<file path="config.mk">
export PLATFORM = sky130hd
export DESIGN_NAME = set_membership_table
export DESIGN_NICKNAME = d
export VERILOG_FILES = /design/src/smt_pkg.sv /design/src/smt_ctrl.sv /design/src/smt_datapath.sv /design/src/set_membership_table.sv
export SDC_FILE = /design/constraint.sdc
export NUM_CORES = 1
export LEC_CHECK = 0
export ABC_AREA = 1
export BUFFER_PORTS_ARGS = -buffer_cell sky130_fd_sc_hd__buf_4
export CAP_MARGIN = 20
export CORE_MARGIN = 2
export CORE_UTILIZATION = 40
export CTS_CLUSTER_SIZE = 14
export DETAILED_ROUTE_END_ITERATION = 12
export PLACE_DENSITY = 0.51
export SLEW_MARGIN = 10
export SYNTH_ARGS = -nofsm -noshare
export SYNTH_HDL_FRONTEND = slang
export SYNTH_SLANG_ARGS = --single-unit
</file>
<file path="constraint.sdc">
create_clock -name clk -period 4.2 [get_ports clk]
set_input_delay 1.05 -clock clk [delete_from_list [all_inputs] [get_ports clk]]
set_output_delay 1.05 -clock clk [all_outputs]
set_load 0.01 [all_outputs]
</file>
<file path="src/smt_pkg.sv">
// ============================================================================
// smt_pkg
// Shared command codes and controller/datapath interface types for the
// set membership table.
// ============================================================================
`default_nettype none

package smt_pkg;

    localparam logic [1:0] CMD_INSERT = 2'd0;
    localparam logic [1:0] CMD_REMOVE = 2'd1;
    localparam logic [1:0] CMD_QUERY  = 2'd2;

    // controller -> datapath
    typedef struct packed {
        logic load;     // latch request, clear scan flags
        logic scan;     // read one entry, advance scan index
        logic update;   // write back, register result
    } smt_ctrl_t;

    // datapath -> controller
    typedef struct packed {
        logic scan_last;  // current read is the last entry
    } smt_stat_t;

endpackage

`default_nettype wire

</file>
<file path="src/smt_ctrl.sv">
// ============================================================================
// smt_ctrl
// Request sequencer: idle, entry scan, compare drain, write-back.
// ============================================================================
`default_nettype none

module smt_ctrl
    import smt_pkg::*;
(
    input  wire logic      clk,
    input  wire logic      rst_n,
    input  wire logic      start,
    output logic           busy,
    output smt_ctrl_t      ctrl,
    input  wire smt_stat_t stat
);

    typedef enum logic [3:0] {
        ST_IDLE   = 4'b0001,
        ST_SCAN   = 4'b0010,
        ST_DRAIN  = 4'b0100,
        ST_UPDATE = 4'b1000
    } state_t;

    state_t state_reg;
    state_t state_next;

    always_ff @(posedge clk or negedge rst_n) begin
        if (!rst_n) begin
            state_reg <= ST_IDLE;
        end
        else begin
            state_reg <= state_next;
        end
    end

    always_comb begin
        state_next  = state_reg;
        ctrl.load   = 1'b0;
        ctrl.scan   = 1'b0;
        ctrl.update = 1'b0;
        case (state_reg)
            ST_IDLE: begin
                if (start) begin
                    ctrl.load  = 1'b1;
                    state_next = ST_SCAN;
                end
            end
            ST_SCAN: begin
                ctrl.scan = 1'b1;
                if (stat.scan_last) begin
                    state_next = ST_DRAIN;
                end
            end
            ST_DRAIN: begin
                state_next = ST_UPDATE;
            end
            ST_UPDATE: begin
                ctrl.update = 1'b1;
                state_next  = ST_IDLE;
            end
            default: begin
                state_next = ST_IDLE;
            end
        endcase
    end

    assign busy = (state_reg != ST_IDLE);

endmodule

`default_nettype wire

</file>
<file path="src/smt_datapath.sv">
// ============================================================================
// smt_datapath
// Entry store, valid bits, scan/compare pipeline, count and result registers.
// ============================================================================
`default_nettype none

module smt_datapath
    import smt_pkg::*;
#(
    parameter int unsigned CAPACITY      = 16,
    parameter int unsigned ELEMENT_WIDTH = 32
)
(
    input  wire logic        clk,
    input  wire logic        rst_n,
    input  wire smt_ctrl_t   ctrl,
    output smt_stat_t        stat,
    input  wire logic [1:0]  command,
    input  wire logic [31:0] element,
    output logic             done,
    output logic             was_present,
    output logic             status,
    output logic [4:0]       element_count,
    output logic             is_empty
);

    localparam int unsigned IDX_W = (CAPACITY > 1) ? $clog2(CAPACITY) : 1;
    localparam int unsigned CNT_W = $clog2(CAPACITY + 1);
    localparam logic [IDX_W-1:0] LAST_IDX = IDX_W'(CAPACITY - 1);

    logic [ELEMENT_WIDTH-1:0] mem [CAPACITY];

    logic [63:0]              elem_ext;
    logic [1:0]               cmd_reg;
    logic [ELEMENT_WIDTH-1:0] key_reg;
    logic [IDX_W-1:0]         rd_idx_reg;
    logic [ELEMENT_WIDTH-1:0] rd_data_reg;
    logic                     rd_vld_reg;
    logic [IDX_W-1:0]         cmp_idx_reg;
    logic                     cmp_en_reg;
    logic                     hit_reg;
    logic [IDX_W-1:0]         hit_idx_reg;
    logic                     free_reg;
    logic [IDX_W-1:0]         free_idx_reg;
    logic [CAPACITY-1:0]      valid_reg;
    logic [CNT_W-1:0]         held_count_reg;
    logic [CNT_W-1:0]         held_count_next;
    logic                     do_insert;
    logic                     do_remove;
    logic                     refused;
    logic [15:0]              count_ext;
    logic                     done_reg;
    logic                     was_present_reg;
    logic                     status_reg;
    logic [4:0]               element_count_reg;
    logic                     is_empty_reg;

    // only the low ELEMENT_WIDTH bits are stored and compared
    assign elem_ext = {32'b0, element};

    assign stat.scan_last = (rd_idx_reg == LAST_IDX);

    // ---- write-back decisions ----
    always_comb begin
        do_insert       = 1'b0;
        do_remove       = 1'b0;
        refused         = 1'b0;
        held_count_next = held_count_reg;
        if (cmd_reg == CMD_INSERT && !hit_reg) begin
            if (free_reg && (held_count_reg < CAPACITY)) begin
                do_insert       = 1'b1;
                held_count_next = held_count_reg + 1'b1;
            end
            else begin
                refused = 1'b1;
            end
        end
        else if (cmd_reg == CMD_REMOVE && hit_reg) begin
            do_remove = 1'b1;
            if (held_count_reg != '0) begin
                held_count_next = held_count_reg - 1'b1;
            end
        end
    end

    assign count_ext = 16'(held_count_next);

    // ---- entry store: one write, one registered read ----
    always_ff @(posedge clk) begin
        if (ctrl.update && do_insert) begin
            mem[free_idx_reg] <= key_reg;
        end
        if (ctrl.scan) begin
            rd_data_reg <= mem[rd_idx_reg];
        end
        if (ctrl.load) begin
            cmd_reg <= command;
            key_reg <= elem_ext[ELEMENT_WIDTH-1:0];
        end
        if (ctrl.scan) begin
            cmp_idx_reg <= rd_idx_reg;
        end
        if (ctrl.update) begin
            was_present_reg   <= hit_reg;
            status_reg        <= refused;
            element_count_reg <= count_ext[4:0];
            is_empty_reg      <= (held_count_next == '0);
        end
    end

    // ---- scan index, compare stage, flags, valid bits, count ----
    always_ff @(posedge clk or negedge rst_n) begin
        if (!rst_n) begin
            rd_idx_reg     <= '0;
            rd_vld_reg     <= 1'b0;
            cmp_en_reg     <= 1'b0;
            hit_reg        <= 1'b0;
            hit_idx_reg    <= '0;
            free_reg       <= 1'b0;
            free_idx_reg   <= '0;
            valid_reg      <= '0;
            held_count_reg <= '0;
            done_reg       <= 1'b0;
        end
        else begin
            done_reg   <= ctrl.update;
            cmp_en_reg <= ctrl.scan;
            if (ctrl.load) begin
                rd_idx_reg <= '0;
                hit_reg    <= 1'b0;
                free_reg   <= 1'b0;
            end
            else begin
                if (ctrl.scan) begin
                    rd_vld_reg <= valid_reg[rd_idx_reg];
                    if (!stat.scan_last) begin
                        rd_idx_reg <= rd_idx_reg + 1'b1;
                    end
                end
                if (cmp_en_reg) begin
                    if (rd_vld_reg && rd_data_reg == key_reg && !hit_reg) begin
                        hit_reg     <= 1'b1;
                        hit_idx_reg <= cmp_idx_reg;
                    end
                    // lowest free entry wins
                    if (!rd_vld_reg && !free_reg) begin
                        free_reg     <= 1'b1;
                        free_idx_reg <= cmp_idx_reg;
                    end
                end
            end
            if (ctrl.update) begin
                held_count_reg <= held_count_next;
                if (do_insert) begin
                    valid_reg[free_idx_reg] <= 1'b1;
                end
                if (do_remove) begin
                    valid_reg[hit_idx_reg] <= 1'b0;
                end
            end
        end
    end

    assign done          = done_reg;
    assign was_present   = was_present_reg;
    assign status        = status_reg;
    assign element_count = element_count_reg;
    assign is_empty      = is_empty_reg;

`ifndef SYNTH
    a_count_bound: assert property (@(posedge clk) disable iff (!rst_n)
        held_count_reg <= CAPACITY)
        else $error("held count above capacity");

    a_count_matches_valid: assert property (@(posedge clk) disable iff (!rst_n)
        held_count_reg == $countones(valid_reg))
        else $error("held count disagrees with valid bits");

    a_refused_not_present: assert property (@(posedge clk) disable iff (!rst_n)
        done_reg && status_reg |-> !was_present_reg)
        else $error("full status reported for a present element");
`endif

endmodule

`default_nettype wire

</file>
<file path="src/set_membership_table.sv">
// ============================================================================
// set_membership_table
// Bounded set of distinct element values with insert, remove and query.
// ============================================================================
// Usage:
//   A request is taken at a rising edge with start high and busy low; command
//   and element are sampled there. command: insert, remove or query (the
//   unused code behaves as a query). Only the low ELEMENT_WIDTH bits of
//   element are stored and compared.
//   Each request yields one result, shown for exactly one cycle with done
//   high: was_present (before the request), status (1 = insert refused, the
//   store is full), element_count (after the request, low 5 bits) and
//   is_empty. The receiver cannot stall; results are never held back.
//   Sequence: the request scans all CAPACITY entries through a single
//   registered read port, one entry per cycle, then a drain state finishes
//   the last compare and a write-back state follows. done rises in the
//   cycle after write-back, and busy is already low in that cycle, so the
//   next request can be taken at the edge that ends it; no new request is
//   taken while one is still in progress.
//   Reset (rst_n low, asynchronous) empties the set by clearing every valid
//   bit and the count at once; stored values need no clearing.
// ============================================================================
`default_nettype none

module set_membership_table
    import smt_pkg::*;
#(
    parameter int unsigned CAPACITY      = 16,
    parameter int unsigned ELEMENT_WIDTH = 32
)
(
    input  wire logic        clk,
    input  wire logic        rst_n,
    input  wire logic        start,
    output logic             busy,
    input  wire logic [1:0]  command,
    input  wire logic [31:0] element,
    output logic             done,
    output logic             was_present,
    output logic             status,
    output logic [4:0]       element_count,
    output logic             is_empty
);

    smt_ctrl_t ctrl;   // sequencer commands
    smt_stat_t stat;   // datapath status

    // state machine: idle -> scan (CAPACITY reads) -> drain -> write-back
    smt_ctrl u_ctrl (
        .clk   (clk),
        .rst_n (rst_n),
        .start (start),
        .busy  (busy),
        .ctrl  (ctrl),
        .stat  (stat)
    );

    // entry store, compare pipeline and result registers
    smt_datapath #(
        .CAPACITY      (CAPACITY),
        .ELEMENT_WIDTH (ELEMENT_WIDTH)
    ) u_datapath (
        .clk           (clk),
        .rst_n         (rst_n),
        .ctrl          (ctrl),
        .stat          (stat),
        .command       (command),
        .element       (element),
        .done          (done),
        .was_present   (was_present),
        .status        (status),
        .element_count (element_count),
        .is_empty      (is_empty)
    );

endmodule

`default_nettype wire
</file>
Word-level counts from Yosys, hierarchy flattened
Memory sizes are Yosys's and may differ from the RTL's. A register that Yosys moved wholly into a read port is not among the register bits. Cells that the tools add are included.

Memories kept: 1. Bits in writable memories: 512. Flip-flop bits (word level): 88. Word-level logic and storage cells: 105. Output and inout bits: 10. Input port bits: 37.

Memory list: u_datapath.mem (words 16, bits a word 32, read ports 1, clocked after Yosys merged registers in 1, wr ports 1, line smt_datapath.sv:31) `logic [ELEMENT_WIDTH-1:0] mem [CAPACITY];`.

Bitwise gates (word level): 4. Equality and inequality tests: 11. Order comparisons: 6. Mux-type cells: 36. Reductions and logical operators: 26. Add/subtract/negate cells: 3.

Operators with widths (count): $mux W16 (3); $eq A32 B32 Y1 (1); $mux W1 (20); $mux W4 (5); $mux W5 (4); $and A16 B16 Y16 (1); $not A16 Y16 (1); $or A16 B16 Y16 (1); $lt A4 B5 Y1 const B (3); $pmux W4 S3 (1); $reduce_and A2 Y1 (5); $logic_and A1 B1 Y1 (9); $demux W1 S4 (2); $eq A4 B4 Y1 const B (2); $ge A4 B1 Y1 const B (2); $reduce_bool A2 Y1 (4); $ne A2 B2 Y1 const B (3); $reduce_and A3 Y1 (2); $add A5 B1 Y5 const B (1); $logic_not A5 Y1 (1); $lt A5 B5 Y1 const B (1); $reduce_bool A5 Y1 (1); $sub A5 B1 Y5 const B (1); $add A4 B1 Y4 const B (1); other kinds (9) (11).

Logic depth before layout (Yosys ltp)
Word-level depth: 9. Mapped depth: 11. Gate-level depth less buffers: 11.

Cells and area by module
From an unflattened synthesis, not the netlist that was laid out.

Cells, all modules: 1920. Area total of the unflattened synthesis: 24951.4 um^2.

By module, submodules not included: smt_datapath (area an instance 24730.0 um^2, sequential area each 18667.9 um^2, cells an instance 1892, times used 1); smt_ctrl (area an instance 221.5 um^2, sequential area each 101.3 um^2, cells an instance 28, times used 1).

Worst setup path after synthesis
Ideal clock, no wire load.

Path type: input port to flip-flop. Start: input start. End: register u_datapath.free_idx_reg[3]. Required time: 4075 ps. Arrival: 2898 ps. Setup slack: 1177 ps. Path buffers: 0. Setup time: 125 ps. Stages on the path: 5. Path through: inv_1 > nor2_2 > inv_1 > nand2_2 > mux2_2.

RTL lines: start: declaration (line set_membership_table.sv:34) `input wire logic start,`; end signal: assignment (line smt_datapath.sv:148) `free_idx_reg <= cmp_idx_reg;`; end: declaration (line smt_datapath.sv:44) `logic [IDX_W-1:0] free_idx_reg;`.

Final worst setup path
Start: register u_datapath.held_count_reg[4]. End: memory u_datapath.mem[10][8] (enable).

Longest elaborated chain between the ends: 7.

Ends and longest elaborated chain: start: declaration (line smt_datapath.sv:46) `logic [CNT_W-1:0] held_count_reg;`; start signal: assignment (line smt_datapath.sv:153) `held_count_reg <= held_count_next;`; $lt A5 B5 Y1 (line smt_datapath.sv:70) `if (free_reg && (held_count_reg < CAPACITY)) begin`; $logic_and A1 B1 Y1 (line smt_datapath.sv:70); $mux W1 (line smt_datapath.sv:70); $mux W1 (line smt_datapath.sv:69) `if (cmd_reg == CMD_INSERT && !hit_reg) begin`; $logic_and A1 B1 Y1 (line smt_datapath.sv:90) `if (ctrl.update && do_insert) begin`; $mux W1 (line smt_datapath.sv:90); $mux W1 (not written as such) (line smt_datapath.sv:91) `mem[free_idx_reg] <= key_reg;`; end: declaration (line smt_datapath.sv:31).

No other way between the ends.

==> reports/results.ini <==
[finish]
fin_nets = 2036
drive_above_1_share_pct = 11.2
largest_register_ffs = 512
syn_to_final_growth_pct = 15.0
fin_util_pct = 46.4
nFillCells = 5545
antenna_cells = 0

[synthesis]
synth_area_leaders = edfxtp_1 71%, o21ai_0 5.4%, nor2_1 5.2%, dfrtp_1 4.1%, nand2_1 3.0%
avgSynthCellArea_um2 = 12.9
yosysSeqAreaShare_pct = 75.3
ys.flop_type = edfxtp_1
synth_area_um2 = 24900
netlist.area_leader.share_pct = 71.1
ys_warn_count = 0
yosys.area.top_type = edfxtp_1
yosys.cell_types.count = 39
syn_nets = 1969
synth_common_cells = 590 x edfxtp_1, 345 x nor2_1, 270 x o21ai_0
syn_inst = 1929
async_flop_share_pct = 6.65
yosysMostFrequentCell = edfxtp_1
ys_seq_elements = 632
synth_edf_count = 590

[floorplan]
die_w_um = 254
start_util_pct = 40.4
die_area_um2 = 64300
fp.dieH_um = 254
core_um2 = 61700
fp-row-count = 91
ios = 47

[critical_path]
startpoint = u_datapath.held_count_reg[4]
worstPathRequired_ps = 4510
path_max_fanout = 24
critical_path_arrival_ps = 3130
cpMaxStageDelayCell = nor2_4
critPathMaxStageDelay_ps = 790
critPathKind = flip-flop to flip-flop
critPathLaunchType = flip-flop
r2r_start = u_datapath.held_count_reg[4]
path_cells = inv_1 > nand2_1 > nor2_1 > inv_1 > nor2_4 > nand3_1 > nor2_4 > buf_4
critPathBufInv = 3
cp_top_family = simple AND/OR/NAND/NOR gates
cp-end-kind = flip-flop

[cts]
post_cts_resized = 0
cts_inserted_buffers = 69
clock_path_buffers = 3
ctsHoldBuffers = 0
cts_htree_levels = 3
cts_setup_buffers = 0
cts_tree = yes
cts.root.buffer_cell = clkbuf_16
path_clk_slew_ps = 60
cts.sinks = 632
clock_latency_ps = 600

[routing]
vias = 15300
drt-initial-drc-count = 1296
wl_um = 63900
routed_via_density = 5.30
drc_errors = 0
drt_pass1_iterations = 5
routedWlPerCell_um = 22.1
ant_nets = 0

[sta]
post-route-period-util_pct = 67.1
rsz0062_at_grt = no
setup_violations = 0
hold_viol = 0
setup_slack_ps = 1380
finClkSkew_ps = 15.6
period_minus_slack_ps = 2820
fmax_ghz = 0.355
timing.final.max_slew_violations = 0
setup_tns_ps = 0
slew_headroom_pct = 20.0
worst_pin_slew_ps = 1200

[power]
power_w = 0.0178
power_density_nw_per_um2 = 621
vdd_drop_max_uv = 564
leakage_nw = 9.79

[place]
gp_congestion = 0.813
dpl.hpwl_um = 37900
pre_cts_slack_ps = 1250
io_buffers = 46

[global_route]
grt_pass1_vias = 15000
grt_max_degree = 243
antenna_found_initial = 0
grt.overflow.total = 0
grt_pass1_wl_um = 95600
grt.total_usage_pct = 20.1

[run]
drv_cap = 0

[worst_hold_path]
worstHoldPathType = input pin to asynchronous set/reset pin

[status]
outcome = finished, final reports clean

-- cell type report --
type	count	area (µm²)	share of cell area [%]
Sequential cell	632	18800	65.5
Clock buffer	86	1860	6.50
Inverter	85	325	1.14
Multi-Input combinational cell	1108	5490	19.2
Tap cell	837	1050	3.65
Timing Repair Buffer	100	821	2.86
Clock inverter	38	330	1.15
-- final timing paths --
path,to,slack (ps),cells past startpoint
max,u_datapath.mem[10][8],1380,8
min,u_datapath.done,440,1
max reg2reg,u_datapath.mem[10][8],1380,8
min reg2reg,u_ctrl.state_reg[3],450,1
max in group asynchronous,u_datapath.rd_idx_reg[1],3310,1
min in group clk,u_ctrl.state_reg[3],450,1
-- report_power, final --
group          total [W]  internal, W  switching [W]
sequential       0.00782      0.00749       0.000336
clock            0.00589      0.00346        0.00242
combinational    0.00408      0.00113        0.00294
total             0.0178       0.0121        0.00570
-- logic make-up (layout without fill, tap and decap cells) --
| group | after synthesis | in the layout | synth area share [%] |
|---|---|---|---|
| XOR/XNOR | 15 | 15 | 0.527 |
| AO/OA/AOI/OAI | 441 | 441 | 10.3 |
| adder cells (fa/ha/maj) | 3 | 3 | 0.151 |
| multiplexers | 1 | 1 | 0.0452 |
| buffers and inverters | 189 | 309 | 3.23 |
| flip-flops | 632 | 632 | 75.3 |
| AND/OR/NAND/NOR | 648 | 648 | 10.4 |
-- worst reg2reg max path: stages (launching register included) --
cell,delay [ps]
dfrtp_1,360
inv_1,130
nand2_1,140
nor2_1,160
inv_1,110
nor2_4,150
nand3_1,380
nor2_4,790
buf_4,310
-- through the flow --
step	instances	hold slack [ps]	instance area, µm²
after floorplan	1929	420	24900
after global placement	2761	443	26400
after CTS	2885	448	28600
final	2886	442	28700
after global routing	2886	471	28700
after detailed placement	2761	443	26400
-- per-layer routing --
layer	track usage, %	share of wire [%]	vias to the layer above
li1	-	-	7159
met1	25.0	41	7666
met2	35.6	52	367
met3	3.10	3.9	98
met4	6.77	2.8	0
met5	0	0	-
-- layout by cell type (no fill, tap or decap), types with 3 or more instances in the layout --
master,instances
a21oi_1,5
buf_12,4
buf_4,95
bufinv_16,5
clkbuf_1,13
clkbuf_16,72
clkinv_1,17
clkinv_2,12
dfrtp_1,38
edfxtp_1,590
ha_1,3
inv_1,79
inv_6,5
nand2_1,196
nand3_1,93
nor2_1,328
nor2_4,19
o211ai_1,20
o21a_1,16
o21ai_0,270
o21ai_1,6
o221ai_1,44
o22ai_1,77
xnor2_1,10
xor2_1,5
Power figures use the tool's default switching activity.
